==> config.mk <==
export PLATFORM = sky130hd
export DESIGN_NAME = nntbc_ctrl
export DESIGN_NICKNAME = d
export VERILOG_FILES = /design/src/hdl/nntbc_pkg.sv /design/src/hdl/nntbc_ctrl.sv
export SDC_FILE = /design/constraint.sdc
export NUM_CORES = 1
export LEC_CHECK = 0
export BUFFER_PORTS_ARGS = -buffer_cell sky130_fd_sc_hd__buf_2
export CAP_MARGIN = 20
export CORE_AREA = 2 2 39 41
export CTS_CLUSTER_DIAMETER = 60
export DETAILED_ROUTE_END_ITERATION = 16
export DIE_AREA = 0 0 41 43
export REMOVE_ABC_BUFFERS = 1
export SYNTH_ARGS = -nofsm -noshare
export SYNTH_HDL_FRONTEND = slang
export SYNTH_SLANG_ARGS = --single-unit
==> constraint.sdc <==
create_clock -name clk -period 2.3 [get_ports clk]
set_input_delay 0.46 -clock clk [delete_from_list [all_inputs] [get_ports clk]]
set_output_delay 0.46 -clock clk [all_outputs]
set_load 0.05 [all_outputs]
==> src/hdl/nntbc_pkg.sv <==
package nntbc_pkg;

  localparam int MaxItems = 64;
  localparam int MaxDims = 8;
  localparam int IdxW = $clog2(MaxItems);
  localparam int CntW = $clog2(MaxItems + 1);
  localparam int DimW = $clog2(MaxDims + 1);
  localparam int DimIdxW = (MaxDims > 1) ? $clog2(MaxDims) : 1;
  localparam int PtAddrW = IdxW + DimIdxW;
  localparam int LoadW = 30;
  localparam int DistW = 36;
  localparam int StageW = 6;
  localparam int NumStagesW = 7;
  localparam int CfgW = 7;
  localparam int QuoW = 30;

  localparam logic CfgNumStages = 1'b0;
  localparam logic CfgNumDims = 1'b1;

  typedef enum logic [3:0] {
    ST_LOAD,
    ST_DIV,
    ST_TOUR_INIT,
    ST_SCAN,
    ST_DIM,
    ST_ACC,
    ST_PICK,
    ST_CUT_RD,
    ST_CUT_WAIT,
    ST_EMIT
  } state_t;

  typedef struct packed {
    logic load;
    logic div_start;
    logic tour_init;
    logic scan_start;
    logic dim_rd;
    logic acc;
    logic cand_done;
    logic pick;
    logic cut_rd;
    logic cut_eval;
    logic emit_done;
  } cmd_t;

  typedef struct packed {
    logic div_busy;
    logic dim_last;
    logic cand_visited;
    logic cand_last;
    logic tour_last;
    logic emit_last;
  } status_t;

endpackage

==> src/hdl/nntbc_ctrl.sv <==
module nntbc_ctrl
  import nntbc_pkg::*;
(
  input  logic    clk,
  input  logic    rst,
  input  logic    in_valid,
  input  logic    in_last,
  input  logic    out_stall,
  input  status_t sts,
  output logic    in_stall,
  output logic    out_valid,
  output cmd_t    cmd
);

  state_t state, state_next;

  always_ff @(posedge clk) begin
    if (rst) begin
      state <= ST_LOAD;
    end else begin
      state <= state_next;
    end
  end

  always_comb begin
    state_next = state;
    cmd = '0;
    in_stall = 1'b1;
    out_valid = 1'b0;
    case (state)
      ST_LOAD: begin
        in_stall = 1'b0;
        if (in_valid) begin
          cmd.load = 1'b1;
          if (in_last) begin
            state_next = ST_DIV;
            cmd.div_start = 1'b1;
          end
        end
      end
      ST_DIV: begin
        if (!sts.div_busy) begin
          cmd.tour_init = 1'b1;
          state_next = sts.tour_last ? ST_CUT_RD : ST_TOUR_INIT;
        end
      end
      ST_TOUR_INIT: begin
        cmd.scan_start = 1'b1;
        state_next = ST_SCAN;
      end
      ST_SCAN: begin
        if (sts.cand_visited) begin
          cmd.cand_done = 1'b1;
          state_next = sts.cand_last ? ST_PICK : ST_SCAN;
        end else begin
          cmd.dim_rd = 1'b1;
          state_next = ST_DIM;
        end
      end
      ST_DIM: begin
        cmd.dim_rd = !sts.dim_last;
        cmd.acc = 1'b1;
        state_next = sts.dim_last ? ST_ACC : ST_DIM;
      end
      ST_ACC: begin
        cmd.cand_done = 1'b1;
        state_next = sts.cand_last ? ST_PICK : ST_SCAN;
      end
      ST_PICK: begin
        cmd.pick = 1'b1;
        state_next = sts.tour_last ? ST_CUT_RD : ST_TOUR_INIT;
      end
      ST_CUT_RD: begin
        cmd.cut_rd = 1'b1;
        state_next = ST_CUT_WAIT;
      end
      ST_CUT_WAIT: begin
        cmd.cut_eval = 1'b1;
        state_next = ST_EMIT;
      end
      ST_EMIT: begin
        out_valid = 1'b1;
        if (!out_stall) begin
          cmd.emit_done = 1'b1;
          state_next = sts.emit_last ? ST_LOAD : ST_CUT_RD;
        end
      end
      default: state_next = ST_LOAD;
    endcase
  end

endmodule

==> results.toml <==
[timing]
setup_viol = 0
hold_viol = 0
fmax_mhz = 473
finalClockSkew_ps = 0.374
worst_slew_margin_rel_pct = 63.0
rsz0062_at_grt = "no"
worst_slack_ps = 188
slew_violations = 0
setup_tns_ps = 0
min_period_ps = 2110
worstMarginPinSlew_ps = 554
fin_crit_sh_pct = 91.8

[route]
final_antenna_net_count = 0
vias = 536
routed_via_density = 5.20
drtPass1Iterations = 4
wl_um = 1120
wire_per_inst_um = 10.8
drcViolationCount = 0
dr.first_iter.drc_count = 22

[logic_synthesis]
synth.ff_latch_count = 4
netlist_instances = 67
synth-simple-area-share_pct = 44.3
synth-edff-count = 0
yosys.area_share.xor_xnor_pct = 0
yosys-top-cells-area = "dfxtp_1 (17%), nor2_1 (7.3%), nor2b_1 (6.8%), buf_4 (6.5%), nand2_1 (6.5%)"
syn_area_um2 = 460
synth_top_cell_area_share_pct = 17.4
synthFlopType = "dfxtp_1"
synth_cell_types = 27
syn_area_per_cell_um2 = 6.87
synth_top_family_by_area = "simple AND/OR/NAND/NOR gates"
yosys.area_share.adder_pct = 0
synth_mux_area_share_pct = 2.17
ys_seq_area_share_pct = 17.4
yosys.area.top_type = "dfxtp_1"
async_flop_share_pct = 0
synth.most_common_cell = "nor2_1"
synth_common_cells = "nor2_1 (9), nand2_1 (8), nor2b_1 (5)"
synth_compound_area_share_pct = 23.1
synth_warnings = 0

[floorplanning]
core_um2 = 1380
die_h_um = 43
dieArea_um2 = 1760
rows = 14
die_w_um = 41
io_pins = 24
initial_core_util_pct = 33.3

[job]
drv_cap = 0

[grt]
grt.total_usage_pct = 13.6
grt_max_degree = 19
grt_pass1_vias = 405
grt_pass1_wl_um = 1700
grt_overflow = 0
grt_antenna_before_repair = 0

[pwr]
cellPowerDensity_nw_per_um2 = 604
p_leak_nw = 0.263
peakVddDrop_mv = 0.298

[place]
placed_area_um2 = 543
place_hpwl_um = 829
port_buffers = 23
place_congestion = 0.825
post-place-ws_ps = 427

[layout]
drive_gt1_share_pct = 32.2
largest_reg_flops = 4
fillCellCount = 152
area_growth_pct = 22.8
fin_area_um2 = 566
utilization_pct = 40.9
top_register = "state"
diodes = 0
reg.largest.list = "state x4"
fin_nets = 100

[worst_setup_path]
crit_chain = "or2b_1 > nor3_1 > a21oi_1 > nor2_1 > buf_2"
crit_path_max_fanout = 11
cp_slowest_cell = "dfxtp_1"
cp-start-kind = "flop"
critPathArrivalTime_ps = 1650
critPathMaxStageDelay_ps = 530
worstSetupPathType = "reg -> out"
endpoint_kind = "output port"
crit_required_ps = 1840

[clock_network]
ctsLongestPathBuffers = 2
cts_sinks = 4
htree_levels = 1
clock_latency_ps = 230
cts_root_buffer = "clkbuf_4"
cts_tree = "built"
cts_resized = 0
cts_made_buffers = 3
post-cts-setup-buffers = 0
cts_hold_buf = 0
clk_pin_slew_ps = 40

[outcome]
outcome = "finished, final reports clean"

[min_path]
hp-class = "in -> reg"
-- placed cells by master, fill, tap and decap left out, types with 2 or more instances in the layout --
master,count
a21oi_1,4
and3_1,3
buf_2,23
clkbuf_4,3
dfxtp_1,4
inv_1,2
nand2_1,8
nand2b_1,4
nor2_1,9
nor2b_1,5
nor3_1,4
nor4_1,3
-- cell families after synthesis --
kind of cell	Yosys count
simple gates	40
compound gates	14
buf+inv	8
flops	4
mux	1
-- power by group --
part / internal [mW] / switching, mW / leakage [nW]
Clock: 0.0582 / 0.0267 / 0.0138
Sequential: 0.0761 / 0.0246 / 0.0326
Combinational: 0.0509 / 0.105 / 0.217
-- metrics by stage --
stage	power, mW	instances	hold WS (ps)
after global placement	0.257	100	667
final	0.342	103	428
after detailed placement	0.258	100	669
after CTS	0.346	103	424
after global routing	0.371	103	438
after floorplan	0.216	61	529
-- critical path, delay by kind of cell, from the launching register on --
kind	cells	cell delay (ps)
AND/OR/NAND/NOR	3	560
buffers and inverters	1	270
AO/OA/AOI/OAI	1	60
flip-flops	1	530
-- metal layers --
metal	track usage, %	wire (µm)	up-vias	part of all wire, %
met5	0	0	-	0
met2	18.8	473	30	42
met1	20.4	529	225	47
li1	-	-	279	-
met4	4.00	9	0	0.81
met3	3.14	103	2	9.2
-- final timing paths --
| kind | slack (ps) | start | end | cells after the start |
|---|---|---|---|---|
| max reg2reg | 770 | state[3] | state[0] | 4 |
| min reg2reg | 800 | state[2] | state[3] | 4 |
| max | 190 | state[2] | cmd[6] | 5 |
| min | 430 | rst | state[3] | 2 |
-- area by class of cell --
cell class	instances	area, µm²	share of cell area, %
sequential	4	80.1	14.2
tap	16	20.0	3.54
clock buffer	3	22.5	3.98
multi-input combinational	55	320	56.6
inverter	2	7.51	1.33
timing repair buffer	23	115	20.4
No activity file was read; power rests on OpenSTA's default activity.
